### src/hw/rtl/lbbc_pkg.sv
`timescale 1ns / 1ps
// ----------------------------------------------------------------------------
// lbbc_pkg
// Shared types and constants of the block buffer cache tag engine.
// ----------------------------------------------------------------------------
package lbbc_pkg;

  // Field widths of the request and response
  localparam int unsigned FS_W    = 8;
  localparam int unsigned POS_W   = 32;
  localparam int unsigned BLOCK_W = 23;
  localparam int unsigned SLOT_W  = 4;

  // Parameter defaults
  localparam int unsigned SLOT_COUNT_DEF       = 16;
  localparam int unsigned BLOCK_BYTES_LOG2_DEF = 9;

  // Access codes
  localparam logic OPC_READ  = 1'b0;
  localparam logic OPC_WRITE = 1'b1;

  // One access request
  typedef struct packed {
    logic             opcode;
    logic [FS_W-1:0]  fs_id;
    logic [POS_W-1:0] position;
  } req_t;

  // One lookup result
  typedef struct packed {
    logic               hit;
    logic [SLOT_W-1:0]  slot;
    logic               fetch;
    logic [BLOCK_W-1:0] block_number;
    logic               writeback;
    logic [FS_W-1:0]    victim_fs_id;
    logic [BLOCK_W-1:0] victim_block;
  } rsp_t;

  // Tag entry held by one recency cell
  typedef struct packed {
    logic               valid;
    logic               dirty;
    logic [FS_W-1:0]    fs_id;
    logic [BLOCK_W-1:0] block;
  } entry_t;

endpackage

### src/hw/rtl/lbbc_cell.sv
`timescale 1ns / 1ps
// ----------------------------------------------------------------------------
// lbbc_cell
// One position of the recency stack: holds a slot index and its tag entry,
// compares the tag against the lookup key, and takes its upper neighbor's
// contents when the stack closes up above a removed position.
// ----------------------------------------------------------------------------
module lbbc_cell
  import lbbc_pkg::*;
#(
  parameter int unsigned IdxW  = 4,
  parameter int unsigned Index = 0
) (
  input  logic               clk_i,
  input  logic               rst_ni,
  input  logic               shift_i,
  input  logic [FS_W-1:0]    key_fs_i,
  input  logic [BLOCK_W-1:0] key_block_i,
  input  entry_t             next_i,
  input  logic [IdxW-1:0]    next_idx_i,
  output entry_t             entry_o,
  output logic [IdxW-1:0]    idx_o,
  output logic               match_o
);

  logic               valid_q;
  logic               dirty_q;
  logic [FS_W-1:0]    fs_q;
  logic [BLOCK_W-1:0] block_q;
  logic [IdxW-1:0]    idx_q;

  // Control part: valid, dirty and slot index reset to the initial order
  always_ff @(posedge clk_i or negedge rst_ni) begin
    if (!rst_ni) begin
      valid_q <= 1'b0;
      dirty_q <= 1'b0;
      idx_q   <= IdxW'(Index);
    end else if (shift_i) begin
      valid_q <= next_i.valid;
      dirty_q <= next_i.dirty;
      idx_q   <= next_idx_i;
    end
  end

  // Tag payload: only read while valid
  always_ff @(posedge clk_i) begin
    if (shift_i) begin
      fs_q    <= next_i.fs_id;
      block_q <= next_i.block;
    end
  end

  // Compare against the lookup key
  assign match_o = valid_q && (fs_q == key_fs_i) && (block_q == key_block_i);

  assign entry_o = {valid_q, dirty_q, fs_q, block_q};
  assign idx_o   = idx_q;

endmodule

### src/hw/rtl/lru_block_buffer_cache_top.sv
`timescale 1ns / 1ps
// ----------------------------------------------------------------------------
// lru_block_buffer_cache_top
// Tag and LRU replacement engine of a write-back disk block buffer cache.
// ----------------------------------------------------------------------------
// Usage:
//   Request channel: drive req_i and raise start; the request is taken at a
//   rising edge where start is high and busy is low. busy is high for the
//   one lookup cycle that follows.
//   Response channel: done_o is high for exactly one cycle with rsp_o; the
//   receiver cannot stall it and must take it in that cycle.
//   Sequence: the key is captured and busy raised at the request edge; the
//   cells compare while busy is high, and the edge that ends the busy cycle
//   updates the stack and registers rsp_o together with done_o.
//   Back-to-back: a new request is not taken while busy is high, during
//   the compare-and-shift cycle of the cell chain.
//   The cells form a recency stack, least recent at cell 0, most recent at
//   the top. A hit removes its cell, a miss removes cell 0 (a never used
//   slot while any remain, else the LRU slot), and the chain closes up
//   while the accessed slot enters at the top.
//   Reset: all slots invalid and clean, stack order is slot 0 up to the
//   last slot; no clearing pass, the block is ready right after reset.
// ----------------------------------------------------------------------------
module lru_block_buffer_cache_top
  import lbbc_pkg::*;
#(
  parameter int unsigned SlotCount      = SLOT_COUNT_DEF,
  parameter int unsigned BlockBytesLog2 = BLOCK_BYTES_LOG2_DEF
) (
  input  logic clk_i,
  input  logic rst_ni,
  input  logic start,
  output logic busy,
  input  req_t req_i,
  output logic done_o,
  output rsp_t rsp_o
);

  localparam int unsigned IdxW = $clog2(SlotCount);

  logic               busy_q;
  logic               done_q;
  logic               opcode_q;
  logic [FS_W-1:0]    fs_q;
  logic [BLOCK_W-1:0] blk_q;
  rsp_t               rsp_q;
  rsp_t               rsp_d;

  entry_t             entries [SlotCount];
  logic [IdxW-1:0]    idxs    [SlotCount];
  logic [SlotCount-1:0] match;
  logic [SlotCount-1:0] sel;
  logic [SlotCount-1:0] shift;
  logic               hit;
  logic [IdxW-1:0]    sel_idx;
  logic               sel_dirty;
  entry_t             top_entry;
  logic [SLOT_W+IdxW-1:0] slot_ext;

  // Capture the request and track the lookup cycle
  always_ff @(posedge clk_i or negedge rst_ni) begin
    if (!rst_ni) begin
      busy_q <= 1'b0;
      done_q <= 1'b0;
    end else begin
      busy_q <= start && !busy_q;
      done_q <= busy_q;
    end
  end

  always_ff @(posedge clk_i) begin
    if (start && !busy_q) begin
      opcode_q <= req_i.opcode;
      fs_q     <= req_i.fs_id;
      blk_q    <= BLOCK_W'(req_i.position >> BlockBytesLog2);
    end
  end

  assign busy = busy_q;

  // Chain of recency cells
  for (genvar i = 0; i < SlotCount; i++) begin : g_cell
    entry_t          nb_entry;
    logic [IdxW-1:0] nb_idx;

    if (i == SlotCount - 1) begin : g_top
      assign nb_entry = top_entry;
      assign nb_idx   = sel_idx;
    end else begin : g_mid
      assign nb_entry = entries[i+1];
      assign nb_idx   = idxs[i+1];
    end

    // Close up every cell at or above the removed position
    assign shift[i] = busy_q && (|sel[i:0]);

    lbbc_cell #(
      .IdxW  (IdxW),
      .Index (i)
    ) u_cell (
      .clk_i       (clk_i),
      .rst_ni      (rst_ni),
      .shift_i     (shift[i]),
      .key_fs_i    (fs_q),
      .key_block_i (blk_q),
      .next_i      (nb_entry),
      .next_idx_i  (nb_idx),
      .entry_o     (entries[i]),
      .idx_o       (idxs[i]),
      .match_o     (match[i])
    );
  end

  // Pick the removed cell: the matching one on a hit, else the bottom one
  assign hit = |match;
  assign sel = hit ? match : SlotCount'(1);

  always_comb begin
    sel_idx   = '0;
    sel_dirty = 1'b0;
    for (int i = 0; i < SlotCount; i++) begin
      if (sel[i]) begin
        sel_idx   = sel_idx | idxs[i];
        sel_dirty = sel_dirty | entries[i].dirty;
      end
    end
  end

  // Entry pushed on top of the stack
  always_comb begin
    top_entry.valid = 1'b1;
    top_entry.dirty = (hit && sel_dirty) || (opcode_q == OPC_WRITE);
    top_entry.fs_id = fs_q;
    top_entry.block = blk_q;
  end

  // Build the response
  assign slot_ext = {{SLOT_W{1'b0}}, sel_idx};

  always_comb begin
    rsp_d              = '0;
    rsp_d.hit          = hit;
    rsp_d.slot         = slot_ext[SLOT_W-1:0];
    rsp_d.fetch        = !hit && (opcode_q == OPC_READ);
    rsp_d.block_number = blk_q;
    if (!hit && entries[0].valid && entries[0].dirty) begin
      rsp_d.writeback    = 1'b1;
      rsp_d.victim_fs_id = entries[0].fs_id;
      rsp_d.victim_block = entries[0].block;
    end
  end

  // Hold the response for its strobe cycle
  always_ff @(posedge clk_i) begin
    if (busy_q) begin
      rsp_q <= rsp_d;
    end
  end

  assign done_o = done_q;
  assign rsp_o  = rsp_q;

endmodule

### config.mk
export PLATFORM = sky130hd
export DESIGN_NAME = lru_block_buffer_cache_top
export DESIGN_NICKNAME = d
export VERILOG_FILES = /design/src/hw/rtl/lbbc_pkg.sv /design/src/hw/rtl/lbbc_cell.sv /design/src/hw/rtl/lru_block_buffer_cache_top.sv
export SDC_FILE = /design/constraint.sdc
export NUM_CORES = 1
export LEC_CHECK = 0
export BUFFER_PORTS_ARGS = -buffer_cell sky130_fd_sc_hd__buf_2
export CAP_MARGIN = 20
export CORE_AREA = 3 3 227 229
export CTS_BUF_LIST = sky130_fd_sc_hd__clkbuf_4 sky130_fd_sc_hd__clkbuf_8 sky130_fd_sc_hd__clkbuf_16
export DETAILED_ROUTE_END_ITERATION = 8
export DIE_AREA = 0 0 230 232
export PLACE_DENSITY = 0.79
export SETUP_SLACK_MARGIN = 0.2
export SYNTH_ARGS = -nofsm -noshare
export SYNTH_HDL_FRONTEND = slang
export SYNTH_SLANG_ARGS = --single-unit
### constraint.sdc
create_clock -name clk_i -period 5.7 [get_ports clk_i]
set_clock_uncertainty 0.2 [all_clocks]
set_input_delay 0.57 -clock clk_i [delete_from_list [all_inputs] [get_ports clk_i]]
set_output_delay 0.57 -clock clk_i [all_outputs]
set_load 0.01 [all_outputs]
==> results of run 1 <==
## synth_stat cells (3+ instances only)
cell type	count	area, sq um
buf_2	3	15.0
o221ai_1	8	70.1
o2111ai_1	11	96.3
nor4_1	21	131
nand2_2	6	37.5
nor2b_1	4	25.0
buf_6	61	687
a21oi_1	10	50.1
o211ai_1	12	90.1
and2_1	34	213
inv_1	36	135
mux2_1	8	90.1
mux2_2	50	563
nand4_1	242	1510
a31oi_1	5	31.3
and3_1	7	43.8
dfrtp_1	66	1650
mux2i_1	9	90.1
nand2b_1	4	25.0
edfxtp_1	589	17700
nor2_1	34	128
nor4_2	15	188
or4_1	12	90.1
and4_1	3	26.3
xnor2_2	34	553
clkbuf_1	11	41.3
o21ai_0	6	30.0
mux2_4	11	165
nand3_2	3	30.0
a211o_1	4	35.0
nand2_1	30	113
nor4_4	10	213
buf_8	3	45.0
o41ai_1	4	35.0
nand3_1	43	215
a41oi_4	3	82.6
dfstp_2	32	841
a22o_1	5	43.8
xnor2_1	462	4050
## worst reg2reg max path, cell delays in order, from the launching register on
cell      delay [ps]
edfxtp_1        1020
buf_4            310
xnor2_1          200
nand4_1          190
nor4_2            90
nand2_2          150
nand4_4          230
nor3_4           850
nand2_1          450
a21oi_2          230
buf_4            400
## registers in the layout, indices dropped and copies added (netlist names)
register               cells
rsp_o                     61
done_o                     1
blk_q                     23
g_cell.u_cell.fs_q       128
g_cell.u_cell.idx_o       64
g_cell.u_cell.dirty_q     16
busy                       1
fs_q                       8
opcode_q                   1
g_cell.u_cell.block_q    368
g_cell.u_cell.valid_q     16
## layout by cell type (no fill, tap or decap), types with 19 or more instances in the layout
master and n:
nor2_1 33, clkbuf_4 19, dlygate4sd3_1 33, nand3_1 43, xnor2_1 462, buf_4 77
mux2_2 50, dfstp_2 32, nand2_1 30, edfxtp_1 589, dfrtp_1 65, xnor2_2 34
clkbuf_16 71, nor4_1 21, buf_2 96, nand4_1 242, inv_1 36, and2_1 34
## routing by layer
metal	part of all wire	routed length [um]	global-route usage	vias up
li1	-	-	-	7819
met1	0.35	29700	0.390	9213
met2	0.50	42200	0.543	1065
met3	0.086	7300	0.0637	310
met4	0.064	5380	0.170	0
met5	0	0	0	-
## worst paths after layout
kind / startpoint / end / depth (start not counted)
min in group asynchronous: rst_ni / done_o$_DFF_PN0_ / 2
max in group asynchronous: rst_ni / g_cell[11].u_cell.dirty_q$_DFFE_PN0P_ / 3
min: start / busy$_DFF_PN0_ / 2
max reg2reg: blk_q[12]$_DFFE_PP_ / g_cell[1].u_cell.fs_q[0]$_DFFE_PP_ / 10
min reg2reg: g_cell[8].u_cell.block_q[16]$_DFFE_PP_ / g_cell[7].u_cell.block_q[16]$_DFFE_PP_ / 0
max: blk_q[12]$_DFFE_PP_ / g_cell[1].u_cell.fs_q[0]$_DFFE_PP_ / 10
## cell families after synthesis
family                    count (synthesis)  share of synthesized area
buffers and inverters                   119                     0.0309
and+or+nand+nor                         482                      0.103
muxes                                    78                     0.0297
AOI/OAI and AO/OA                        87                     0.0270
xor gates and xnor gates                496                      0.150
DFF                                     687                      0.659
## per-stage QoR
stage                     cells  total power [mW]  area (sq um)   util  setup WS, ps
after CTS                  2880              11.9         34500  0.692          1070
after global routing       2882              12.2         34600  0.694           872
after floorplan            1949              6.86         30600      -          1140
after detailed placement   2718              7.26         31800  0.639          1040
final                      2883              11.9         34600  0.694          1000
after global placement     2716              7.22         31800  0.638          1170
## power by group
part	internal (mW)	switching (mW)
sequential	5.84	0.308
clock	2.73	1.98
combinational	0.445	0.631
## cell type report
type | count | share of cell area
Tap cell | 672 | 0.0243
Sequential cell | 687 | 0.584
Clock inverter | 36 | 0.0113
Antenna cell | 1 | 0.0000724
Clock buffer | 93 | 0.0567
Timing Repair Buffer | 214 | 0.0452
Inverter | 37 | 0.00402
Multi-Input combinational cell | 1143 | 0.275
## timing repair
item,4_1_cts,5_1_grt
hold buffers,33,0
setup endpoints to repair,0,0
hold endpoints to repair,48,0
==> summary.txt, run 1 <==
Timing
  – WHS: 212 ps
  – Final slew viol count: 0
  – RSZ-0062 raised after global routing: no
  – Endpoints failing setup: 0
  – Worst-margin pin slew: 1080 ps
  – Hold Fails Final Rpt: 0
  – Tcrit/Tclk final: 0.824
  – Post-layout min period: 4700 ps
  – Sum Neg Setup Slack: 0 ps
  – Slew HR: 0.282
  – Fmax: 213 MHz

Die
  – Die H: 232 um
  – Die Area: 53400 sq um
  – Core ar.: 49900 sq um
  – Die Wd: 230 um
  – Cell Rows: 82
  – Initial core utilization: 0.614
  – Ports: 107

Route
  – DR vias/cell: 6.38
  – ANT nets after route: 0
  – Drt total wl: 84.5 mm
  – Initial DRC count: 2140
  – Drc violations: 0
  – Total number of vias: 18400
  – Initial DRT Pass Iterations: 5
  – Wire length per cell: 29.3 um

Power and ir drop
  – Maximum VDD drop: 347 uV
  – Lkg Pwr: 11.5 nW
  – Power Dens Cells: 345 nW/um^2

Run
  – Max_cap viols: 0

Clocking
  – Clk root buf: clkbuf_16
  – H-tree depth: 3
  – Post-CTS Resized: 0
  – CTS tree: done
  – Number of setup buffers added after CTS: 0
  – Worst-path clk slew: 70 ps
  – CTS Buf Count: 71
  – CTS sink count: 687
  – Worst-Skew Late Latency: 630 ps
  – Longest Clk Path Bufs: 3

Cells and area
  – Share of layout cells above drive strength 1: 0.223
  – Register Area: 20200 sq um
  – Area of the multi-input gates: 9500 sq um
  – Fillers: 3271
  – Final #Nets: 2198
  – Area growth from synthesis to layout: 13.0%

Synthesis
  – Net Count, Synth: 1993
  – Async S/R FF share, synth: 0.143
  – Synth Instances: 1949
  – Ys Warns: 0
  – Sequential area share after synthesis: 0.659
  – Flops & latches, synth: 687
  – Count of cell types in the netlist: 67
  – Synth Cell Area: 30600 sq um
  – Post-synth EDFFs: 589
  – Syn avg cell area: 15.7 sq um
  – Primary FF master, synth: edfxtp_1

Placement
  – Detailed placer's ending HPWL: 59.7 mm
  – Placer Congestion: 0.988
  – Port bufs: 97

Global routing
  – First-pass GRT wire length: 123 mm
  – Vias in the first global route: 18700
  – Grt total ovfl: 0
  – Initial antenna violation count: 2
  – Largest net degree at the start of global routing: 65
  – Total Routing Usage GR: 0.320

Setup path
  – Worst EP required: 5760 ps
  – Buf/Inv on CP: 2
  – Crit. End Element: register
  – R2r setup slk: 1000 ps
  – Worst-path fanout max: 31
  – CP max stage delay: 1020 ps
  – Crit-path leading delay family: simple AND/OR/NAND/NOR gates
  – Path type of the worst setup path: reg2reg
  – Critical path arrival: 4760 ps
  – CP startpoint kind: register
  – CP most frequent cell: buf_4
  – Slowest CP cell: edfxtp_1
  – Crit-path cells: buf_4, xnor2_1, nand4_1, nor4_2, nand2_2, nand4_4, nor3_4, nand2_1, a21oi_2, buf_4

Status
  – Outcome: finished, final reports clean

Worst hold path
  – Min-delay worst type: in2reg
Power figures use the tool's default switching activity.
==> run 2: changes to the inputs <==
--- a/config.mk
+++ b/config.mk
@@ -5,6 +5,7 @@
 export SDC_FILE = /design/constraint.sdc
 export NUM_CORES = 1
 export LEC_CHECK = 0
+export ABC_AREA = 1
 export BUFFER_PORTS_ARGS = -buffer_cell sky130_fd_sc_hd__buf_2
 export CAP_MARGIN = 20
 export CORE_AREA = 3 3 227 229
==> constraint.sdc (replaced) <==
create_clock -name clk_i -period 4.5 [get_ports clk_i]
set_clock_uncertainty 0.2 [all_clocks]
set_input_delay 0.45 -clock clk_i [delete_from_list [all_inputs] [get_ports clk_i]]
set_output_delay 0.45 -clock clk_i [all_outputs]
set_load 0.01 [all_outputs]
==> run 2 against run 1 <==
Net effect:
- first-iteration DRC count up 12%
- wire length is 1.6% lower
- fmax grew 15%
- cell area up 0.60%
- sequential power is 24% higher
- synthesized cell count grew 61%
- non-clock buffer count decreased by 10
- global-route usage decreased by 0.78 points
- sequential cell count unchanged
- largest cell class unchanged
- highest routed layer is now met5
- area after synthesis rose by 0.60%
- die area unchanged
- total power rose by 21%
- critical path type unchanged
==> summary.txt, run 2 <==
Status
  – Outcome: finished, final reports clean

Cells and area
  – Most flops, register: g_cell.u_cell.block_q
  – Commonest non-fill, non-tap cell in the layout: nand2_1
  – Share of layout cells above drive strength 1: 0.120
  – Area growth from synthesis to layout: 13.0%
  – Final #Nets: 3358
  – Final non-filler cell total: 4038
  – Ant diodes: 0
  – Max reg flops: 368
  – Commonest non-fill, non-tap cells in the layout: nand2_1, edfxtp_1, nor2_1

Timing
  – Slew HR: 0.370
  – Tcrit/Tclk final: 0.909
  – Post-layout min period: 4090 ps
  – Final slew viol count: 0
  – Worst-margin pin slew: 943 ps
  – Endpoints failing setup: 0
  – RSZ-0062 raised after global routing: no
  – Sum Neg Setup Slack: 0 ps
  – Hold Fails Final Rpt: 0
  – Fmax: 245 MHz

Power and ir drop
  – Sw Share: 0.242
  – Part of the power in registers: 0.528
  – Sw Pwr: 3.50 mW
  – Internal: 11.0 mW
  – Combinational Power Share: 0.084
  – Power Dens Cells: 416 nW/um^2
  – Lkg Pwr: 14.9 nW
  – Clock power frac: 0.388
  – Maximum VDD drop: 331 uV

Setup path
  – Worst-path fanout max: 32
  – Slowest CP cell: edfxtp_1
  – CP max stage delay: 740 ps
  – Crit path depth: 20
  – R2r setup slk: 410 ps
  – Crit. End Element: register
  – Path type of the worst setup path: reg2reg
  – CP startpoint kind: register
  – R2R cell count: 20
  – FF-to-FF End: g_cell[13].u_cell.block_q[15]$_DFFE_PP_
  – CP Capture Point: g_cell[13].u_cell.block_q[15]$_DFFE_PP_
  – Critical path arrival: 4240 ps
  – Worst EP required: 4650 ps
  – Critical R2R Launch: blk_q[14]$_DFFE_PP_
  – Buf/Inv on CP: 2
  – Critical path launch point: blk_q[14]$_DFFE_PP_
  – Crit-path cells: inv_2, nand2_1, o21ai_1, nor2_1, nand2_1, nor2_1, nand2_1, nor2_1, nor2_1, nand2_1, nor2_1, nand2_4, nand4_4, nor2_4, nand3_2, nor2_4, nand3_2, nand2_4, nand2_1, buf_12
  – Crit-path leading delay family: simple AND/OR/NAND/NOR gates

Placement
  – Port bufs: 97
  – Placed cells: 3881
  – Detailed placer's ending HPWL: 59.5 mm
  – Placer Congestion: 1.02

Global routing
  – Largest net degree at the start of global routing: 66
  – First-pass GRT wire length: 125 mm
  – Vias in the first global route: 22800
  – Total Routing Usage GR: 0.312
  – Initial antenna violation count: 1
  – Grt total ovfl: 0

Die
  – Initial core utilization: 0.618
  – Die Wd: 230 um
  – Ports: 107
  – Core ar.: 49900 sq um
  – Die H: 232 um
  – Die Area: 53400 sq um
  – Cell Rows: 82

Route
  – Wire length per cell: 20.6 um
  – Initial DRC count: 2400
  – Top sig layer: met5
  – Drc violations: 0
  – Met2 wire len: 40.7 mm
  – Drt total wl: 83.1 mm
  – DR vias/cell: 5.64
  – Total number of vias: 22800
  – WL met3: 7.61 mm
  – ANT nets after route: 0
  – Initial DRT Pass Iterations: 6
  – WL met1: 29.0 mm

Synthesis
  – Net Count, Synth: 3185
  – Area leader, netlist: edfxtp_1
  – Ys Warns: 0
  – Synth Instances: 3141
  – Syn avg cell area: 9.81 sq um
  – Post-synth EDFFs: 589
  – Synth Cell Area: 30800 sq um
  – Share of the synthesized area in the top cell type: 0.574
  – Top-count cell post-synth: nand2_1
  – Primary FF master, synth: edfxtp_1
  – Synth area leaders: edfxtp_1, nand2_1, dfrtp_1
  – Sequential area share after synthesis: 0.655
  – Count of cell types in the netlist: 34
  – Top cells by count, synth: nand2_1, edfxtp_1, nor2_1, inv_1, o21ai_0
  – Flops & latches, synth: 687
  – Async S/R FF share, synth: 0.143

Clocking
  – Number of setup buffers added after CTS: 0
  – Worst-path clk slew: 70 ps
  – H-tree depth: 3
  – Longest Clk Path Bufs: 3
  – Worst-Skew Late Latency: 610 ps
  – Clk root buf: clkbuf_16
  – CTS tree: done
  – CTS sink count: 687
  – CTS Buf Count: 70

Run
  – Max_cap viols: 0

Worst hold path
  – Min-delay worst type: in2reg
-- run 2: changes by cell type in the layout (fill, tap and decap cells not counted), sizes merged, moves of 34 or more --
cell   delta
xnor2   -496
nand3    -34
nor4     -42
mux2     -69
inv     +343
xor2     +88
nand2  +1104
nor2    +347
and2     -34
nand4   -232
o21ai   +282
-- run 2: layer usage --
metal / track usage / vias up
li1: - / 10400
met1: 0.367 / 10800
met2: 0.533 / 1304
met3: 0.0572 / 300
met4: 0.196 / 2
met5: 0 / -
-- run 2: final cells by class --
type                       instances  area, sq um
timing repair buffer             204         1540
sequential                       687        20200
fill                            3375        15100
inverter                         385         1450
multi-input combinational       1966         8590
clock inverter                    26          175
tap                              672          841
clock buffer                      98         2020
-- run 2: cell families (layout without fill, tap and decap cells) --
group           count (synthesis)  after routing  share of synthesized area
simple gates                 1556           1556                      0.197
buf+inv                       488            713                     0.0663
compound gates                322            322                     0.0568
flops                         687            687                      0.655
xor+xnor                       88             88                     0.0250
-- run 2: tightest hold or removal path, cell delays in order --
cell and delay [ps]:
buf_2 100, inv_1 80, nor2_4 150
-- run 2: worst min-delay path by stage --
stage	start	to	slack [ps]	cells past startpoint
3_3_place_gp	g_cell[14].u_cell.block_q[22]$_DFFE_PP_	g_cell[13].u_cell.block_q[22]$_DFFE_PP_	230	0
4_1_cts	start	busy$_DFF_PN0_	80	3
3_5_place_dp	g_cell[10].u_cell.block_q[18]$_DFFE_PP_	g_cell[9].u_cell.block_q[18]$_DFFE_PP_	230	0
2_1_floorplan	rst_ni	busy$_DFF_PN0_	-50	0
5_1_grt	start	busy$_DFF_PN0_	100	3
6_report	start	busy$_DFF_PN0_	90	3
-- run 2: per-stage QoR --
step,hold slack (ps),utilization,instance area [sq um],worst slack (ps),power [mW]
final,85.6,0.698,34800,412,14.5
after global placement,230,0.647,32300,612,8.84
after floorplan,-45.6,-,30800,481,8.41
after CTS,82.5,0.698,34800,543,14.4
after global routing,103,0.698,34800,224,14.9
after detailed placement,233,0.647,32300,580,8.91
-- run 2: repair_timing --
action / in CTS / in global routing
endpoints found under the hold margin: 73 / 0
resized for setup: 0 / 0
hold buffers: 33 / 0
-- run 2: power by group through the flow --
stage	logic [mW]	registers, mW	clock network, mW
floorplan	0.742	7.67	0
global placement	1.10	7.73	0
detailed placement	1.16	7.76	0
CTS	1.19	7.63	5.62
global route	1.33	7.67	5.90
finish	1.21	7.64	5.61
==> run 3: changes to the inputs <==
--- a/config.mk
+++ b/config.mk
@@ -8,11 +8,14 @@
 export ABC_AREA = 1
 export BUFFER_PORTS_ARGS = -buffer_cell sky130_fd_sc_hd__buf_2
 export CAP_MARGIN = 20
-export CORE_AREA = 3 3 227 229
+export CELL_PAD_IN_SITES_DETAIL_PLACEMENT = 1
+export CELL_PAD_IN_SITES_GLOBAL_PLACEMENT = 1
+export CORE_AREA = 2 2 254 256
 export CTS_BUF_LIST = sky130_fd_sc_hd__clkbuf_4 sky130_fd_sc_hd__clkbuf_8 sky130_fd_sc_hd__clkbuf_16
+export CTS_CLUSTER_DIAMETER = 80
 export DETAILED_ROUTE_END_ITERATION = 8
-export DIE_AREA = 0 0 230 232
-export PLACE_DENSITY = 0.79
+export DIE_AREA = 0 0 256 258
+export PLACE_DENSITY_LB_ADDON = 0.1
 export SETUP_SLACK_MARGIN = 0.2
 export SYNTH_ARGS = -nofsm -noshare
 export SYNTH_HDL_FRONTEND = slang
==> run 3 against run 2 <==
Net effect:
- sequential power barely moved
- total power rose by 4.6%
- worst hold slack got worse by 37 ps
- via count fell by 0.31%
- die area rose by 24%
- first-iteration DRC count fell by 39%
- non-clock buffer count rose by 17
- critical path type unchanged
- largest cell class unchanged
- highest routed layer unchanged
- sequential cell count did not move
- register-to-register slack got worse by 60 ps
- critical endpoint is now g_cell[14].u_cell.block_q[15]$_DFFE_PP_
- clock power rose by 11%
- combinational power rose by 5%
==> summary.txt, run 3 (same netlist as run 2, synthesis figures left out) <==
Status
  – Outcome: finished, final reports clean

Timing
  – Fmax: 241 MHz
  – WHS: 49.0 ps
  – Slew HR: 0.384
  – Final setup margin: 352 ps
  – Hold Fails Final Rpt: 0
  – Final slew viol count: 0
  – Sum Neg Setup Slack: 0 ps
  – Worst-margin pin slew: 924 ps
  – Post-layout min period: 4150 ps
  – RSZ-0062 raised after global routing: no
  – Endpoints failing setup: 0
  – Tcrit/Tclk final: 0.922

Worst hold path
  – Hold depth: 3
  – Hold EP: busy$_DFF_PN0_
  – Hold wc startpoint: start
  – Min-delay worst type: in2reg

Setup path
  – Slowest CP cell: edfxtp_1
  – Path type of the worst setup path: reg2reg
  – CP most frequent cell: nor2_1
  – Crit-path cells: inv_2, o21ai_1, nor2_1, nand2_1, nor2_1, nand2_1, nor2_4, nor2_1, nand2_1, nor2_1, nand2_4, nand4_4, nor2_4, nand3_2, nor2_4, nand3_2, nand2_4, nand3_2, buf_12
  – R2r setup slk: 350 ps
  – Critical R2R Launch: blk_q[8]$_DFFE_PP_
  – Worst EP required: 4670 ps
  – Critical path arrival: 4320 ps
  – R2R cell count: 19
  – CP max stage delay: 500 ps
  – Worst-path fanout max: 32
  – FF-to-FF End: g_cell[14].u_cell.block_q[15]$_DFFE_PP_
  – Crit. End Element: register
  – CP startpoint kind: register

Placement
  – Port bufs: 97
  – Detailed placer's ending HPWL: 73.8 mm
  – Placed cell area: 32500 sq um
  – Placer Congestion: 0.913
  – DP Worst Slack: 363 ps

Route
  – ANT nets after route: 0
  – Initial DRT Pass Iterations: 5
  – Drc violations: 0
  – DR vias/cell: 5.34
  – Wire length per cell: 23.2 um
  – Total number of vias: 22700
  – Drt total wl: 98.7 mm
  – Initial DRC count: 1462

Die
  – Die Area: 66000 sq um
  – Initial core utilization: 0.484
  – Die Wd: 256 um
  – Ports: 107
  – Core ar.: 63600 sq um
  – Cell Rows: 93
  – Die H: 258 um

Clocking
  – Worst-Skew Late Latency: 640 ps
  – Longest Clk Path Bufs: 3
  – H-tree depth: 3
  – CTS Buf Count: 75
  – CTS tree: done
  – CTS sink count: 687
  – Worst-path clk slew: 60 ps
  – Clk root buf: clkbuf_16

Cells and area
  – Most flops, register: g_cell.u_cell.block_q
  – Final #Nets: 3380
  – Fillers: 7063
  – Commonest non-fill, non-tap cells in the layout: nand2_1, edfxtp_1, nor2_1
  – Share of layout cells above drive strength 1: 0.127
  – Commonest non-fill, non-tap cell in the layout: nand2_1
  – Fin area: 35400 sq um
  – Max reg flops: 368
  – Area growth from synthesis to layout: 14.9%

Power and ir drop
  – Power Dens Cells: 428 nW/um^2
  – Maximum VDD drop: 300 uV
  – Lkg Pwr: 15.0 nW
  – Final Power: 15.1 mW

Global routing
  – Vias in the first global route: 24700
  – Largest net degree at the start of global routing: 63
  – First-pass GRT wire length: 147 mm
  – Grt total ovfl: 0
  – Initial antenna violation count: 2
  – Total Routing Usage GR: 0.300

Run
  – Max_cap viols: 0
==> run 3: cell types whose count changed in the layout (fill, tap and decap cells not counted), moves of 2 or more <==
cell / delta
buf_12: -3
buf_4: +19
bufinv_16: +3
clkbuf_16: +6
clkbuf_4: -2
clkbuf_8: -3
clkinv_1: +4
clkinv_8: +2
inv_2: -3
inv_4: +4
inv_6: +2
==> run 3: power by group <==
| part | total [mW] | internal (mW) | switching (mW) |
|---|---|---|---|
| clock | 6.20 | 3.60 | 2.60 |
| sequential | 7.66 | 7.36 | 0.301 |
| combinational | 1.27 | 0.375 | 0.899 |
==> run 3: layer usage <==
layer | global-route usage | share of wire | up-vias
met4 | 0.158 | 0.056 | 2
met3 | 0.0411 | 0.043 | 249
li1 | - | - | 10400
met1 | 0.350 | 0.39 | 11400
met5 | 0 | 0.00016 | -
met2 | 0.541 | 0.51 | 606
==> run 3: worst max-delay path by stage <==
stage	startpoint	to	slack (ps)
floorplan	busy$_DFF_PN0_	g_cell[1].u_cell.block_q[0]$_DFFE_PP_	480
global placement	blk_q[20]$_DFFE_PP_	g_cell[14].u_cell.block_q[17]$_DFFE_PP_	470
detailed placement	blk_q[13]$_DFFE_PP_	g_cell[14].u_cell.block_q[15]$_DFFE_PP_	360
CTS	blk_q[13]$_DFFE_PP_	g_cell[14].u_cell.block_q[15]$_DFFE_PP_	330
global route	blk_q[4]$_DFFE_PP_	g_cell[14].u_cell.block_q[15]$_DFFE_PP_	200
finish	blk_q[8]$_DFFE_PP_	g_cell[14].u_cell.block_q[15]$_DFFE_PP_	350
==> run 3: worst max-delay path, delay by kind of cell (launching register included) <==
kind | cells | cell delay [ps]
AOI/OAI and AO/OA | 1 | 110
DFF | 1 | 500
and+or+nand+nor | 16 | 2340
buffers and inverters | 2 | 660
==> run 3: what timing repair did <==
action	in CTS	in global routing
hold buffers	33	0
setup buffers	0	6
endpoints found under the setup margin	0	255
endpoints found under the hold margin	70	0
gates resized for setup	0	8
==> run 3: layout make-up <==
type,instances,area [sq um],share of cell area
clock inverter,37,329,0.00930
multi-input combinational,1966,8590,0.243
sequential,687,20200,0.571
inverter,385,1450,0.0411
timing repair buffer,221,1630,0.0461
antenna,1,2.50,0.0000707
tap,855,1070,0.0302
clock buffer,99,2110,0.0597
==> run 3: stage by stage <==
step,instances,utilization
finish,4251,0.556
global route,4250,0.556
CTS,4244,0.555
detailed placement,4075,0.511
global placement,4075,0.511
floorplan,3141,-
